--- src/rtl/ica_pkg.sv ---
// Shared types, constants and helpers for the interrupt claim arbiter.
// No dependencies; every other file in rtl/ references this package by scope.
package ica_pkg;

    localparam int NUM_SOURCES = 63;
    localparam int NUM_TARGETS = 4;

    localparam int SID_W  = 6;
    localparam int TGT_W  = 2;
    localparam int VAL_W  = 64;
    localparam int PRIO_W = 3;
    localparam int THR_W  = 8;
    localparam int REQ_W  = 3;

    localparam int NUM_IDS = 1 << SID_W;

    localparam logic [SID_W-1:0] LAST_ID = SID_W'(NUM_SOURCES);

    localparam logic [REQ_W-1:0] REQ_RAISE    = 3'd0;
    localparam logic [REQ_W-1:0] REQ_CLAIM    = 3'd1;
    localparam logic [REQ_W-1:0] REQ_COMPLETE = 3'd2;
    localparam logic [REQ_W-1:0] REQ_SET_PRIO = 3'd3;
    localparam logic [REQ_W-1:0] REQ_SET_EN   = 3'd4;
    localparam logic [REQ_W-1:0] REQ_SET_THR  = 3'd5;

    typedef enum logic [2:0] {
        OP_RAISE,
        OP_CLAIM,
        OP_COMPLETE,
        OP_SET_PRIO,
        OP_SET_EN,
        OP_SET_THR,
        OP_REJECT
    } t_op;

    typedef struct packed {
        t_op              op;
        logic [SID_W-1:0] sid;
        logic [TGT_W-1:0] tgt;
        logic [VAL_W-1:0] val;
    } t_cmd;

    typedef enum logic [1:0] {
        ST_IDLE,
        ST_SCAN,
        ST_DRAIN
    } t_back_state;

    // Bits 1..NUM_SOURCES set: the sources that exist.
    function automatic logic [VAL_W-1:0] source_mask();
        logic [VAL_W-1:0] m;
        for (int i = 0; i < VAL_W; i++) begin
            m[i] = (i >= 1) && (i <= NUM_SOURCES);
        end
        return m;
    endfunction

endpackage

--- src/rtl/ica_front.sv ---
// Front end: accepts request items and classifies them into commands.
// Depends on ica_pkg.
module ica_front (
    input  logic                        i_start,
    input  logic                        i_full,
    input  logic [ica_pkg::REQ_W-1:0]   i_req_type,
    input  logic [ica_pkg::SID_W-1:0]   i_source_id,
    input  logic [ica_pkg::TGT_W-1:0]   i_target_index,
    input  logic [ica_pkg::VAL_W-1:0]   i_write_value,
    output logic                        o_push,
    output ica_pkg::t_cmd               o_cmd
);

    logic w_src_ok;
    logic w_tgt_ok;

    assign w_src_ok = (i_source_id != '0) && (int'(i_source_id) <= ica_pkg::NUM_SOURCES);
    assign w_tgt_ok = int'(i_target_index) < ica_pkg::NUM_TARGETS;
    assign o_push   = i_start && !i_full;

    always_comb begin
        o_cmd.sid = i_source_id;
        o_cmd.tgt = i_target_index;
        o_cmd.val = i_write_value;
        case (i_req_type)
            ica_pkg::REQ_RAISE:    o_cmd.op = w_src_ok ? ica_pkg::OP_RAISE : ica_pkg::OP_REJECT;
            ica_pkg::REQ_CLAIM:    o_cmd.op = w_tgt_ok ? ica_pkg::OP_CLAIM : ica_pkg::OP_REJECT;
            ica_pkg::REQ_COMPLETE: o_cmd.op = (w_src_ok && w_tgt_ok) ? ica_pkg::OP_COMPLETE
                                                                     : ica_pkg::OP_REJECT;
            ica_pkg::REQ_SET_PRIO: o_cmd.op = w_src_ok ? ica_pkg::OP_SET_PRIO
                                                       : ica_pkg::OP_REJECT;
            ica_pkg::REQ_SET_EN:   o_cmd.op = w_tgt_ok ? ica_pkg::OP_SET_EN : ica_pkg::OP_REJECT;
            ica_pkg::REQ_SET_THR:  o_cmd.op = w_tgt_ok ? ica_pkg::OP_SET_THR : ica_pkg::OP_REJECT;
            default:               o_cmd.op = ica_pkg::OP_REJECT;
        endcase
    end

endmodule

--- src/rtl/ica_fifo.sv ---
// Two-entry command queue between the front end and the back end.
// Depends on ica_pkg for the command type.
module ica_fifo (
    input  logic          i_clk,
    input  logic          i_rst_n,
    input  logic          i_push,
    input  ica_pkg::t_cmd i_data,
    input  logic          i_pop,
    output logic          o_full,
    output logic          o_valid,
    output ica_pkg::t_cmd o_data
);

    ica_pkg::t_cmd r_mem [2];
    logic          r_wr_ptr;
    logic          r_rd_ptr;
    logic [1:0]    r_count;
    logic          n_wr_ptr;
    logic          n_rd_ptr;
    logic [1:0]    n_count;

    assign o_full  = r_count == 2'd2;
    assign o_valid = r_count != 2'd0;
    assign o_data  = r_mem[r_rd_ptr];

    always_comb begin
        n_wr_ptr = r_wr_ptr ^ i_push;
        n_rd_ptr = r_rd_ptr ^ i_pop;
        n_count  = r_count + 2'(i_push) - 2'(i_pop);
    end

    always_ff @(posedge i_clk) begin
        if (i_push) begin
            r_mem[r_wr_ptr] <= i_data;
        end
    end

    always_ff @(posedge i_clk) begin
        if (!i_rst_n) begin
            r_wr_ptr <= 1'b0;
            r_rd_ptr <= 1'b0;
            r_count  <= 2'd0;
        end else begin
            r_wr_ptr <= n_wr_ptr;
            r_rd_ptr <= n_rd_ptr;
            r_count  <= n_count;
        end
    end

endmodule

--- src/rtl/ica_back.sv ---
// Back end: holds pending, priority, enable and threshold state and executes
// commands; a claim scans one source per cycle. Depends on ica_pkg.
module ica_back (
    input  logic                      i_clk,
    input  logic                      i_rst_n,
    input  logic                      i_cmd_valid,
    input  ica_pkg::t_cmd             i_cmd,
    output logic                      o_pop,
    output logic                      o_valid,
    output logic [ica_pkg::SID_W-1:0] o_claim_id,
    output logic                      o_rejected
);

    localparam int SW = ica_pkg::SID_W;
    localparam int VW = ica_pkg::VAL_W;
    localparam int PW = ica_pkg::PRIO_W;
    localparam int TW = ica_pkg::THR_W;

    ica_pkg::t_back_state r_state, n_state;

    logic [VW-1:0]    r_pending, n_pending;
    logic [VW-1:0]    r_enable [ica_pkg::NUM_TARGETS];
    logic [TW-1:0]    r_thresh [ica_pkg::NUM_TARGETS];
    logic [PW-1:0]    r_prio_mem [ica_pkg::NUM_IDS];
    logic [ica_pkg::NUM_IDS-1:0] r_prio_vld;

    logic [ica_pkg::TGT_W-1:0] r_tgt, n_tgt;
    logic [SW-1:0]    r_addr, n_addr;
    logic             r_stg_vld;
    logic [SW-1:0]    r_stg_id;
    logic [PW-1:0]    r_stg_prio;
    logic             r_stg_pv;
    logic             r_stg_cand;
    logic [SW-1:0]    r_best_id, n_best_id;
    logic [PW-1:0]    r_best_pri, n_best_pri;
    logic             r_valid, n_valid;
    logic [SW-1:0]    r_claim, n_claim;
    logic             r_rej, n_rej;

    logic             w_exec;
    logic             w_hit;
    logic [PW-1:0]    w_stg_prio;
    logic [SW-1:0]    w_win_id;
    logic [PW-1:0]    w_win_pri;

    assign w_exec = (r_state == ica_pkg::ST_IDLE) && i_cmd_valid;
    assign o_pop  = w_exec;

    // Entries never written read as priority zero.
    assign w_stg_prio = r_stg_pv ? r_stg_prio : '0;
    assign w_hit = r_stg_vld && r_stg_cand && (w_stg_prio != '0)
                && ({{(TW-PW){1'b0}}, w_stg_prio} >= r_thresh[r_tgt])
                && (w_stg_prio > r_best_pri);
    assign w_win_id  = w_hit ? r_stg_id   : r_best_id;
    assign w_win_pri = w_hit ? w_stg_prio : r_best_pri;

    assign o_valid    = r_valid;
    assign o_claim_id = r_claim;
    assign o_rejected = r_rej;

    always_comb begin
        n_state = r_state;
        case (r_state)
            ica_pkg::ST_IDLE:  if (w_exec && i_cmd.op == ica_pkg::OP_CLAIM) n_state = ica_pkg::ST_SCAN;
            ica_pkg::ST_SCAN:  if (r_addr == ica_pkg::LAST_ID) n_state = ica_pkg::ST_DRAIN;
            ica_pkg::ST_DRAIN: n_state = ica_pkg::ST_IDLE;
            default:           n_state = ica_pkg::ST_IDLE;
        endcase
    end

    always_comb begin
        n_pending  = r_pending;
        n_tgt      = r_tgt;
        n_addr     = r_addr;
        n_best_id  = r_best_id;
        n_best_pri = r_best_pri;
        n_valid    = 1'b0;
        n_claim    = '0;
        n_rej      = 1'b0;
        case (r_state)
            ica_pkg::ST_IDLE: begin
                if (w_exec) begin
                    n_valid = i_cmd.op != ica_pkg::OP_CLAIM;
                    n_rej   = i_cmd.op == ica_pkg::OP_REJECT;
                    case (i_cmd.op)
                        ica_pkg::OP_RAISE:    n_pending[i_cmd.sid] = 1'b1;
                        ica_pkg::OP_COMPLETE: n_pending[i_cmd.sid] = 1'b0;
                        ica_pkg::OP_CLAIM: begin
                            n_tgt      = i_cmd.tgt;
                            n_addr     = SW'(1);
                            n_best_id  = '0;
                            n_best_pri = '0;
                        end
                        default: ;
                    endcase
                end
            end
            ica_pkg::ST_SCAN: begin
                n_addr     = r_addr + SW'(1);
                n_best_id  = w_win_id;
                n_best_pri = w_win_pri;
            end
            ica_pkg::ST_DRAIN: begin
                n_valid = 1'b1;
                n_claim = w_win_id;
                if (w_win_id != '0) begin
                    n_pending[w_win_id] = 1'b0;
                end
            end
            default: ;
        endcase
    end

    // Priority store: write on set-priority, read one source per scan cycle.
    always_ff @(posedge i_clk) begin
        if (w_exec && i_cmd.op == ica_pkg::OP_SET_PRIO) begin
            r_prio_mem[i_cmd.sid] <= i_cmd.val[PW-1:0];
        end
        r_stg_prio <= r_prio_mem[r_addr];
    end

    always_ff @(posedge i_clk) begin
        r_stg_id   <= r_addr;
        r_stg_pv   <= r_prio_vld[r_addr];
        r_stg_cand <= r_pending[r_addr] && r_enable[r_tgt][r_addr];
        r_tgt      <= n_tgt;
        r_addr     <= n_addr;
        r_best_id  <= n_best_id;
        r_best_pri <= n_best_pri;
        r_claim    <= n_claim;
        r_rej      <= n_rej;
    end

    always_ff @(posedge i_clk) begin
        if (!i_rst_n) begin
            r_state    <= ica_pkg::ST_IDLE;
            r_pending  <= '0;
            r_prio_vld <= '0;
            r_stg_vld  <= 1'b0;
            r_valid    <= 1'b0;
            for (int t = 0; t < ica_pkg::NUM_TARGETS; t++) begin
                r_enable[t] <= '0;
                r_thresh[t] <= '0;
            end
        end else begin
            r_state   <= n_state;
            r_pending <= n_pending;
            r_stg_vld <= r_state == ica_pkg::ST_SCAN;
            r_valid   <= n_valid;
            if (w_exec && i_cmd.op == ica_pkg::OP_SET_PRIO) begin
                r_prio_vld[i_cmd.sid] <= 1'b1;
            end
            if (w_exec && i_cmd.op == ica_pkg::OP_SET_EN) begin
                r_enable[i_cmd.tgt] <= i_cmd.val & ica_pkg::source_mask();
            end
            if (w_exec && i_cmd.op == ica_pkg::OP_SET_THR) begin
                r_thresh[i_cmd.tgt] <= i_cmd.val[TW-1:0];
            end
        end
    end

endmodule

--- src/rtl/interrupt_claim_arbiter.sv ---
// Interrupt claim arbiter: front end, two-entry command queue and back end.
// Depends on ica_pkg, ica_front, ica_fifo and ica_back.
// Timing: a raise, complete, write or rejected item passes the queue register
// and the back-end output register before its result shows; a claim is dequeued,
// scans the priority store one source per cycle, then drains to the output register.
// The back end takes no new item while a claim scans or drains; other items
// are taken one per cycle while no claim is in progress.
// Reset (synchronous, active low) clears pending bits, priorities, enables,
// thresholds and the queue; o_valid is a one-cycle strobe the receiver cannot stall.
module interrupt_claim_arbiter (
    input  logic                        i_clk,
    input  logic                        i_rst_n,
    input  logic                        start,
    output logic                        busy,
    input  logic [ica_pkg::REQ_W-1:0]   i_req_type,
    input  logic [ica_pkg::SID_W-1:0]   i_source_id,
    input  logic [ica_pkg::TGT_W-1:0]   i_target_index,
    input  logic [ica_pkg::VAL_W-1:0]   i_write_value,
    output logic                        o_valid,
    output logic [ica_pkg::SID_W-1:0]   o_claim_id,
    output logic                        o_rejected
);

    logic          w_push;
    logic          w_full;
    logic          w_pop;
    logic          w_cmd_valid;
    ica_pkg::t_cmd w_front_cmd;
    ica_pkg::t_cmd w_back_cmd;

    // Hold off new items only when the queue is full.
    assign busy = w_full;

    // Classify the request and check source and target ranges.
    ica_front u_front (
        .i_start        (start),
        .i_full         (w_full),
        .i_req_type     (i_req_type),
        .i_source_id    (i_source_id),
        .i_target_index (i_target_index),
        .i_write_value  (i_write_value),
        .o_push         (w_push),
        .o_cmd          (w_front_cmd)
    );

    // Decouple acceptance from execution so the front keeps taking items
    // while a claim scan is in progress.
    ica_fifo u_fifo (
        .i_clk   (i_clk),
        .i_rst_n (i_rst_n),
        .i_push  (w_push),
        .i_data  (w_front_cmd),
        .i_pop   (w_pop),
        .o_full  (w_full),
        .o_valid (w_cmd_valid),
        .o_data  (w_back_cmd)
    );

    // Execute commands against the interrupt state; arbitrate claims.
    ica_back u_back (
        .i_clk       (i_clk),
        .i_rst_n     (i_rst_n),
        .i_cmd_valid (w_cmd_valid),
        .i_cmd       (w_back_cmd),
        .o_pop       (w_pop),
        .o_valid     (o_valid),
        .o_claim_id  (o_claim_id),
        .o_rejected  (o_rejected)
    );

endmodule
--- config.mk ---
export PLATFORM = sky130hd
export DESIGN_NAME = interrupt_claim_arbiter
export DESIGN_NICKNAME = d
export VERILOG_FILES = /design/src/rtl/ica_pkg.sv /design/src/rtl/ica_front.sv /design/src/rtl/ica_fifo.sv /design/src/rtl/ica_back.sv /design/src/rtl/interrupt_claim_arbiter.sv
export SDC_FILE = /design/constraint.sdc
export NUM_CORES = 1
export LEC_CHECK = 0
export BUFFER_PORTS_ARGS = -buffer_cell sky130_fd_sc_hd__buf_4
export CAP_MARGIN = 20
export CORE_ASPECT_RATIO = 2
export CORE_MARGIN = 2
export CORE_UTILIZATION = 35
export CTS_CLUSTER_SIZE = 30
export DETAILED_ROUTE_END_ITERATION = 6
export MAX_ROUTING_LAYER = met4
export SYNTH_ARGS = -nofsm -noshare
export SYNTH_HDL_FRONTEND = slang
export SYNTH_SLANG_ARGS = --single-unit
--- constraint.sdc ---
create_clock -name i_clk -period 11.4 [get_ports i_clk]
set_input_delay 2.28 -clock i_clk [delete_from_list [all_inputs] [get_ports i_clk]]
set_output_delay 2.28 -clock i_clk [all_outputs]
set_load 0.02 [all_outputs]
# Yosys cells after proc, flatten, opt, wreduce, memory -nomap -nowiden
# Memory sizes are Yosys's and may differ from the RTL's. A register that Yosys moved wholly into a read port is not among the register bits.
# Cells that the tools add are included.
# classes
n_reduce_logical	31
addsub	3
n_mux	55
eq_ne	23
order_cmp	7
bitwise	8
# op_table
operator	count
one-hot mux 64 bit (2 select lines)	2
AND 64 bit	2
2-to-1 mux 64 bit	2
inverter 64 bit	2
OR 64 bit	2
2-to-1 mux 63 bit	1
OR reduction 63 bit	1
2-to-1 mux 6 bit	5
one-hot mux 6 bit (2 select lines)	2
< comparator 6 x 7 -> 1 bit (second input constant)	3
2-to-1 mux 3 bit	7
2-to-1 mux 1 bit	20
binary-select mux 1 bit (select 6 bit)	3
one-hot mux 3 bit (6 select lines)	1
== test 3 bit (second input constant)	5
logical AND 1 bit	13
demux 1 bit (select 6 bit)	2
== test 3 x 2 -> 1 bit (second input constant)	4
>= comparator 6 x 1 -> 1 bit (second input constant)	2
2-to-1 mux 2 bit	6
nonzero test 6 bit	2
>= comparator 3 x 8 -> 1 bit	1
2-to-1 mux 8 bit	1
!= test 2 x 1 -> 1 bit (second input constant)	4
other kinds (24)	34
# word_totals
register_bits	168
inputBits	78
out_inout_bits	9
ram_bits	626
memories	4
elab_cells	148
# mem_list
memory	depth	width	read_ports	rd_ports_with_merged_regs	wr	line_no	text
u_back.r_enable	4	63	1	1	4	ica_back.sv:22	logic [VW-1:0] r_enable [ica_pkg::NUM_TARGETS];
u_back.r_prio_mem	64	3	1	1	1	ica_back.sv:24	logic [PW-1:0] r_prio_mem [ica_pkg::NUM_IDS];
u_fifo.r_mem	2	75	1	1	1	ica_fifo.sv:14	ica_pkg::t_cmd r_mem [2];
u_back.r_thresh	4	8	1	1	4	ica_back.sv:23	logic [TW-1:0] r_thresh [ica_pkg::NUM_TARGETS];

# Depth between registers and ports, before layout
# Gate-level depths: netlist of run 1.
# logic_depth
word_depth	14
mapped_depth	20
mapped_depth_nobuf	10

# Hierarchy
# From an unflattened synthesis of run 1, not the netlist that was laid out.
# hier_totals
cells_unflattened	2726
area_unflattened_um2	37292.0
# modules_own_cells
mod	n_inst	area_per_inst_um2	seq_area_each_um2	cells_each
ica_back	1	30822.1	17847.1	2390
ica_fifo	1	5850.6	4604.4	254
ica_front	1	619.3	0.0	82

# Worst setup path after synthesis of run 1
# Ideal clock, no wire load.
# synth_timing
path_kind	reg-to-reg
start	reg with a tool-made name
end	mem u_back.r_enable[1][0] (netlist bit) (enable)
period_less_slack_ns	6.526
t_arrival_ns	5.955
setup_time_ns	0.571
n_path_buf	2
path_slack_ns	4.874
required_time_ns	10.829
stages_incl_launch_ff	6
cell_sequence	dfxtp_1 -> clkbuf_1 -> buf_1 -> mux2_2 -> nand2b_1 -> o21ai_0
# synth_lines
item	line_no
end, declared	ica_back.sv:22

==> parameters.txt, run 1 <==
Parameter                              Value

Outcome
  Status    finished clean

Clock network
  Post-CTS Resized    0
  Clk root buf    clkbuf_16
  Count of hold buffers inserted by post-cts repair    0
  Clock H-tree levels    3
  CTS sink cnt    799
  Clock buffers created by TritonCTS    76
  Number of post-CTS setup repair buffers    0
  Worst-path clk slew    0.07 ns
  Skew-Pair Late Insertion Delay    0.64 ns
  Clock buffer depth    3
  TritonCTS clock tree    yes

Yosys
  Fraction of registers with async set/reset    0
  Total of flip-flops plus latches after synthesis    799
  Cell area after synthesis    0.0333 mm²
  Top FF cell, synth    edfxtp_1
  EDFF count, synth    643
  Most used standard cells in the synthesized netlist    643 x edfxtp_1, 416 x nor2_1, 156 x dfxtp_1, 156 x mux4_2, 124 x nand2_1
  Warnings from Yosys    0
  Top cells by area, synth    edfxtp_1 58%, mux4_2 11%, dfxtp_1 9.4%, nor2_1 4.7%, mux2i_1 2.3%
  Post-Synthesis Cells    2310
  Area leader, netlist    edfxtp_1
  Count of cell types in the netlist    66
  Synth Net Count    2399
  Fraction of post-synthesis cell area in the top cell type by area    0.580
  Library cell with the highest instance count after synthesis    edfxtp_1
  Share of synthesized area occupied by flip-flops and latches    0.674
  Syn_area_per_cell    14.4 µm²

Timing
  Count of final hold-check violations    0
  Worst Skew    0.0185 ns
  Post-layout minimum cycle time    4.63 ns
  Slew Limit Fails    0
  Max Fclk    0.216 GHz
  Slew Limit Headroom    0.222
  Least-Margin Pin Slew    1.16 ns
  Sum of negative setup slack    0 ns
  Period utilization    0.406
  Final hold slack    0.458 ns
  Setup Viol. Count Final    0
  RSZ-0062 raised after global routing    no

Global routing
  Total congestion overflow    0
  Antenna violations before repair    0
  Number of global-route vias before repair    19800
  Wire length of the first global-routing pass    121000 µm
  Maximum number of pins on one net before global-route repair    98
  Global-route usage over all layers    0.166

Layout
  Fin nets    2460
  Post-synthesis to final-layout area growth    13.2%
  Diode count    0
  Final cell count without fillers    3648
  Final Util    0.398
  Ratio of cells with drive above 1 in the final layout    0.178

Setup path
  Cell occurring most often along the worst timing path    buf_4
  Standard cell with the maximum stage delay on the critical path    dfxtp_4
  WS Path Type    register to register
  Cell chain of the critical path    buf_4 -> a32oi_1 -> nor2_1 -> nand3_2 -> buf_4 -> nand2_2 -> buf_4
  Arr. time, crit path    4.90 ns
  FF-to-FF setup slack    6.77 ns
  Element type at the critical path end    register
  Crit path required time    11.66 ns
  Setup crit start kind    register
  Critical path peak fanout    64
  Critical path's largest stage delay    0.76 ns

Die
  Height of the die    440 µm
  Initial Util    0.352
  Overall die width    222 µm
  Core area    0.0947 mm²
  Standard-cell row count    160
  Die Footprint    0.0978 mm²
  I/O pin total    87

Power and ir drop
  Max IR drop VDD    0.158 mV
  Total Power    7.17 mW
  Static leakage    12.8 nW
  Power per cell area    190 mW/mm²

Detailed routing
  Detailed Route Iter0 Violations    1876
  Wire length per cell after detailed routing    21.8 µm
  Residual antenna-violating net count after detailed routing    0
  Routed via count divided by cell count    5.41
  Drc violations    0
  Detailed-route via count    19700
  1st-pass router iterations    6
  Routed Wire Length    79400 µm

Flow run
  Max_cap viols    0

Placement
  Count of buffers inserted at the top-level ports    86
  Placed cells    3505
  GP Congestion    0.862
  Half-perimeter wire length of the detailed placement result    49300 µm

Hold path
  Class of the worst hold path    register to register
## metal layers
layer,wire length (µm),up-vias,GRT usage
met5,0,-,-
met4,2340,0,0.0574
met3,5180,132,0.0293
met2,38100,697,0.261
met1,33800,9945,0.219
li1,-,8963,-
## worst paths after layout
path | cells past startpoint | startpoint | endpoint
worst min-delay path | 2 | register | register
worst max register to register | 7 | register | u_back.r_enable[0][11]
worst max-delay path | 7 | register | u_back.r_enable[0][11]
worst min register to register | 2 | register | register
## critical path, delay by kind of cell, from the launching register on
family,cells,cell delay [ns]
AOI/OAI and AO/OA,1,0.27
buffers and inverters,3,1.72
DFF,1,0.76
and+or+nand+nor,3,1.33
## sequential cells by signal, indices dropped and copies added (netlist names), 2 cells and up, named ones only
| signal | flops |
|---|---|
| u_back.o_claim_id | 6 |
| u_back.r_addr | 6 |
| u_back.r_best_id | 6 |
| u_back.r_best_pri | 3 |
| u_back.r_enable | 252 |
| u_back.r_prio_mem | 192 |
| u_back.r_prio_vld | 64 |
| u_back.r_state | 2 |
| u_back.r_stg_id | 6 |
| u_back.r_stg_prio | 3 |
| u_back.r_tgt | 2 |
| u_back.r_thresh | 32 |
| u_fifo.r_count | 2 |
| u_fifo.r_mem | 150 |
## placed cells by master, fill, tap and decap left out, types with 10 or more instances in the layout
cell       Yosys  layout
a31oi_1       20      20
mux4_2       156     156
o211ai_1      12      12
nand2b_1      11      11
clkinv_2       0      13
o21ai_0       43      41
mux2_2        12      12
o21a_1        65      65
nor4_1        53      53
clkbuf_16      0      80
nor3b_1       10      10
inv_1         37      37
o22ai_1       49      49
nor3_1        19      19
buf_4          1     116
nor2b_1       14      14
nand2_1      124     121
nand3_1       32      29
clkbuf_1      92      23
nor2_1       416     416
dfxtp_1      156     152
a32o_1        10      10
mux2i_1       77      77
and2_1        13      13
a21oi_1       73      73
edfxtp_1     643     643
## logic make-up (layout without fill, tap and decap cells)
logic type               Yosys count  in the layout  synth area share
flip-flops                       799            799             0.674
buffers and inverters            175            298            0.0212
adder cells (fa/ha/maj)           11             11           0.00413
XOR/XNOR                           7              7           0.00184
AO/OA/AOI/OAI                    334            334            0.0679
AND/OR/NAND/NOR                  739            739            0.0984
multiplexers                     245            245             0.133
## metrics by stage
stage | setup slack, ns | instance area (µm²)
2_1_floorplan | 4.87 | 33300
3_3_place_gp | 6.19 | 35200
3_5_place_dp | 6.14 | 35200
4_1_cts | 6.69 | 37700
5_1_grt | 6.40 | 37700
6_report | 6.77 | 37700
## cell type report
| cell class | instances | area, µm² |
|---|---|---|
| Fill cell | 8738 | 57000 |
| Sequential cell | 799 | 22400 |
| Multi-Input combinational cell | 1336 | 10200 |
| Clock buffer | 107 | 2140 |
| Tap cell | 1215 | 1520 |
| Timing Repair Buffer | 121 | 913 |
| Clock inverter | 33 | 293 |
| Inverter | 37 | 139 |
## power by group
part / total, mW / internal, mW / switching [mW]
Combinational: 1.14 / 0.367 / 0.772
Sequential: 3.53 / 3.42 / 0.116
Clock: 2.50 / 1.41 / 1.08
(Power assumes the default switching activity.)
==> inputs of run 2 (changes only) <==
Settings changed: ABC_AREA set to 1.
Clock period 11.4 ns to 4 ns, I/O delays scaled along.
==> parameters.txt, run 2 <==
Parameter                              Value

Die
  Overall die width    230 µm (+3.5%)
  Height of the die    456 µm (+3.5%)
  Die Footprint    0.105 mm² (+7.2%)
  Standard-cell row count    165 (+3.1%)
  I/O pin total    87 (unchanged)
  Core area    0.101 mm² (+6.8%)
  Initial Util    0.353 (+0.00147)

Yosys
  EDFF count, synth    643 (unchanged)
  Warnings from Yosys    0 (unchanged)
  Cell area after synthesis    0.0357 mm² (+7.3%)
  Library cell with the highest instance count after synthesis    nor2_1
  Fraction of post-synthesis cell area in the top cell type by area    0.541 (-0.0394)
  Area leader, netlist    edfxtp_1
  Top FF cell, synth    edfxtp_1
  Fraction of registers with async set/reset    0 (unchanged)
  Syn_area_per_cell    9.47 µm² (-34%)
  Most used standard cells in the synthesized netlist    948 x nor2_1, 759 x nand2_1, 643 x edfxtp_1
  Share of synthesized area occupied by flip-flops and latches    0.629 (-0.0452)
  Count of cell types in the netlist    45 (-32%)
  Synth Net Count    3859 (+61%)
  Post-Synthesis Cells    3770 (+63%)
  Top cells by area, synth    edfxtp_1 54%, nor2_1 10%, dfxtp_1 8.8%, nand2_1 8.0%, o21ai_0 4.0%
  Total of flip-flops plus latches after synthesis    800 (+0.13%)

Power and ir drop
  Combinational share of power    0.283 (+0.124)
  Part of the total power dissipated in the clock network    0.300 (-0.048)
  Static leakage    15.4 nW (+21%)
  Sequential fraction of design power    0.417 (-0.076)
  Power per cell area    598 mW/mm² (+210%)
  Switching part of the total power    0.350 (+0.0751)
  Max IR drop VDD    0.418 mV (+160%)
  Net switching power    8.50 mW (+330%)
  P_int    15.8 mW (+200%)

Detailed routing
  1st-pass router iterations    7 (+1)
  Detailed-route via count    26400 (+34%)
  Routed Wire Length    104000 µm (+31%)
  Detailed Route Iter0 Violations    1694 (-9.7%)
  Residual antenna-violating net count after detailed routing    0 (unchanged)
  Drc violations    0 (unchanged)
  Routed via count divided by cell count    5.06 (-6.4%)
  Wire length per cell after detailed routing    20.0 µm (-8.3%)

Timing
  RSZ-0062 raised after global routing    no
  Setup Viol. Count Final    0 (unchanged)
  Final hold slack    0.325 ns (-0.133 ns)
  Post-layout minimum cycle time    3.50 ns (-1.14 ns)
  Sum of negative setup slack    0 ns (unchanged)
  Slew Limit Headroom    0.298 (+0.0760)
  Worst Skew    0.0287 ns (+0.0102 ns)
  Least-Margin Pin Slew    1.02 ns (-0.138 ns)
  Max Fclk    0.286 GHz (+33%)
  Slew Limit Fails    0 (unchanged)
  Period utilization    0.874 (+0.467)
  Post-route setup slack    0.505 ns (-6.26 ns)
  Count of final hold-check violations    0 (unchanged)

Clock network
  Clock buffer depth    3 (unchanged)
  Clock buffers created by TritonCTS    70 (-7.9%)
  Worst-path clk slew    0.07 ns (about the same)
  Number of post-CTS setup repair buffers    0 (unchanged)
  Clock H-tree levels    3 (unchanged)
  Clk root buf    clkbuf_16
  Skew-Pair Late Insertion Delay    0.66 ns (+0.02 ns)
  TritonCTS clock tree    yes
  Count of hold buffers inserted by post-cts repair    0 (unchanged)
  CTS sink cnt    800 (+0.13%)
  Post-CTS Resized    0 (unchanged)

Global routing
  Wire length of the first global-routing pass    156000 µm (+29%)
  Antenna violations before repair    1 (+1)
  Global-route usage over all layers    0.203 (+0.0366)
  Maximum number of pins on one net before global-route repair    80 (-18%)
  Number of global-route vias before repair    25900 (+31%)
  Total congestion overflow    0 (unchanged)

Setup path
  Element type at the critical path end    register
  WS Path Type    register to register
  Critical path peak fanout    24 (-63%)
  Crit path required time    4.56 ns (-7.10 ns)
  Setup crit start kind    register
  Arr. time, crit path    4.05 ns (-0.85 ns)

Placement
  Worst slack after detailed placement    0.591 ns (-5.55 ns)
  Count of buffers inserted at the top-level ports    86 (unchanged)
  Half-perimeter wire length of the detailed placement result    70300 µm (+43%)
  GP Congestion    0.970 (+12%)
  Placed cells    5092 (+45%)

Layout
  Fillers    10000 (+15%)
  Largest registers    u_back.r_enable (252), u_back.r_prio_mem (192), u_fifo.r_mem (150)
  Register with the highest flop count    u_back.r_enable
  Commonest cells after routing, fill and taps aside    947 x nor2_1, 755 x nand2_1, 643 x edfxtp_1
  Most common library cell in the layout ignoring fill and taps    nor2_1
  Multi-input logic area    0.0114 mm² (+12%)
  Post-synthesis to final-layout area growth    13.7%
  Flip-flop count of the largest register after layout    252 (unchanged)
  Fin nets    3918 (+59%)
  Final cell count without fillers    5221 (+43%)
  Ratio of cells with drive above 1 in the final layout    0.111 (-0.0663)
  Reg area    0.0225 mm² (about the same)

Hold path
  Class of the worst hold path    input pin to register

Flow run
  Max_cap viols    0 (unchanged)

Outcome
  Status    finished clean
==> run 2: final cells by class <==
cell class,instances,share of cell area
Antenna cell,1,0.0000616
Clock buffer,89,0.0478
Clock inverter,38,0.0124
Inverter,272,0.0252
Multi-Input combinational cell,2494,0.281
Sequential cell,800,0.553
Tap cell,1336,0.0412
Timing Repair Buffer,191,0.0393
==> run 2: path summary, 6_finish.rpt <==
check,startpoint,end,slack [ns],cells after the start
worst max-delay path,register,register,0.50,20
worst min-delay path,i_write_value[54],u_fifo.r_mem[1][54],0.32,1
worst max register to register,register,register,0.50,20
worst min register to register,u_back.r_prio_vld[6],u_back.r_prio_vld[6],0.47,2
==> run 2: critical path: stages (launching register included) <==
cell	delay, ns
dfxtp_4	0.42
buf_4	0.30
o21ai_0	0.13
o22ai_1	0.17
ha_1	0.25
inv_1	0.05
nand2_1	0.04
nand2_1	0.05
nand2_1	0.04
a21oi_1	0.22
nor2_4	0.10
nand2_4	0.10
nand2_1	0.09
nand2_4	0.13
inv_1	0.11
nor2_1	0.73
nand2_1	0.13
nand2_1	0.08
o21ai_0	0.07
nor2_1	0.11
nor2_1	0.05
==> run 2: through the flow <==
stage,utilization,power (mW),cell area (µm²)
3_5_place_dp,0.377,17.2,38200
6_report,0.401,24.3,40600
2_1_floorplan,-,14.3,35700
5_1_grt,0.401,25.3,40600
3_3_place_gp,0.377,17.1,38200
4_1_cts,0.401,24.4,40600
==> run 2: routing by layer <==
| layer | share of wire | global-route usage |
|---|---|---|
| met1 | 0.33 | 0.188 |
| met2 | 0.55 | 0.380 |
| met3 | 0.040 | 0.0261 |
| met4 | 0.078 | 0.140 |
| met5 | 0 | - |
==> run 2: kinds of logic (layout without fill, tap and decap cells) <==
| group | count (synthesis) | in the layout | share of synthesized area |
|---|---|---|---|
| simple gates | 1961 | 1961 | 0.227 |
| flops | 800 | 800 | 0.629 |
| compound gates | 508 | 508 | 0.0825 |
| buf+inv | 476 | 590 | 0.0540 |
| mux | 12 | 12 | 0.00336 |
| fa+ha+maj | 11 | 11 | 0.00385 |
| xor+xnor | 2 | 2 | 0.000491 |
| other cells | 0 | 1 | 0 |
==> run 2: power by group through the flow <==
| stage | logic, mW | registers, mW | clock network, mW |
|---|---|---|---|
| 2_1_floorplan | 4.04 | 10.3 | 0 |
| 3_3_place_gp | 6.85 | 10.3 | 0 |
| 3_5_place_dp | 6.89 | 10.3 | 0 |
| 4_1_cts | 6.91 | 10.1 | 7.40 |
| 5_1_grt | 7.45 | 10.2 | 7.69 |
| 6_report | 6.86 | 10.1 | 7.29 |
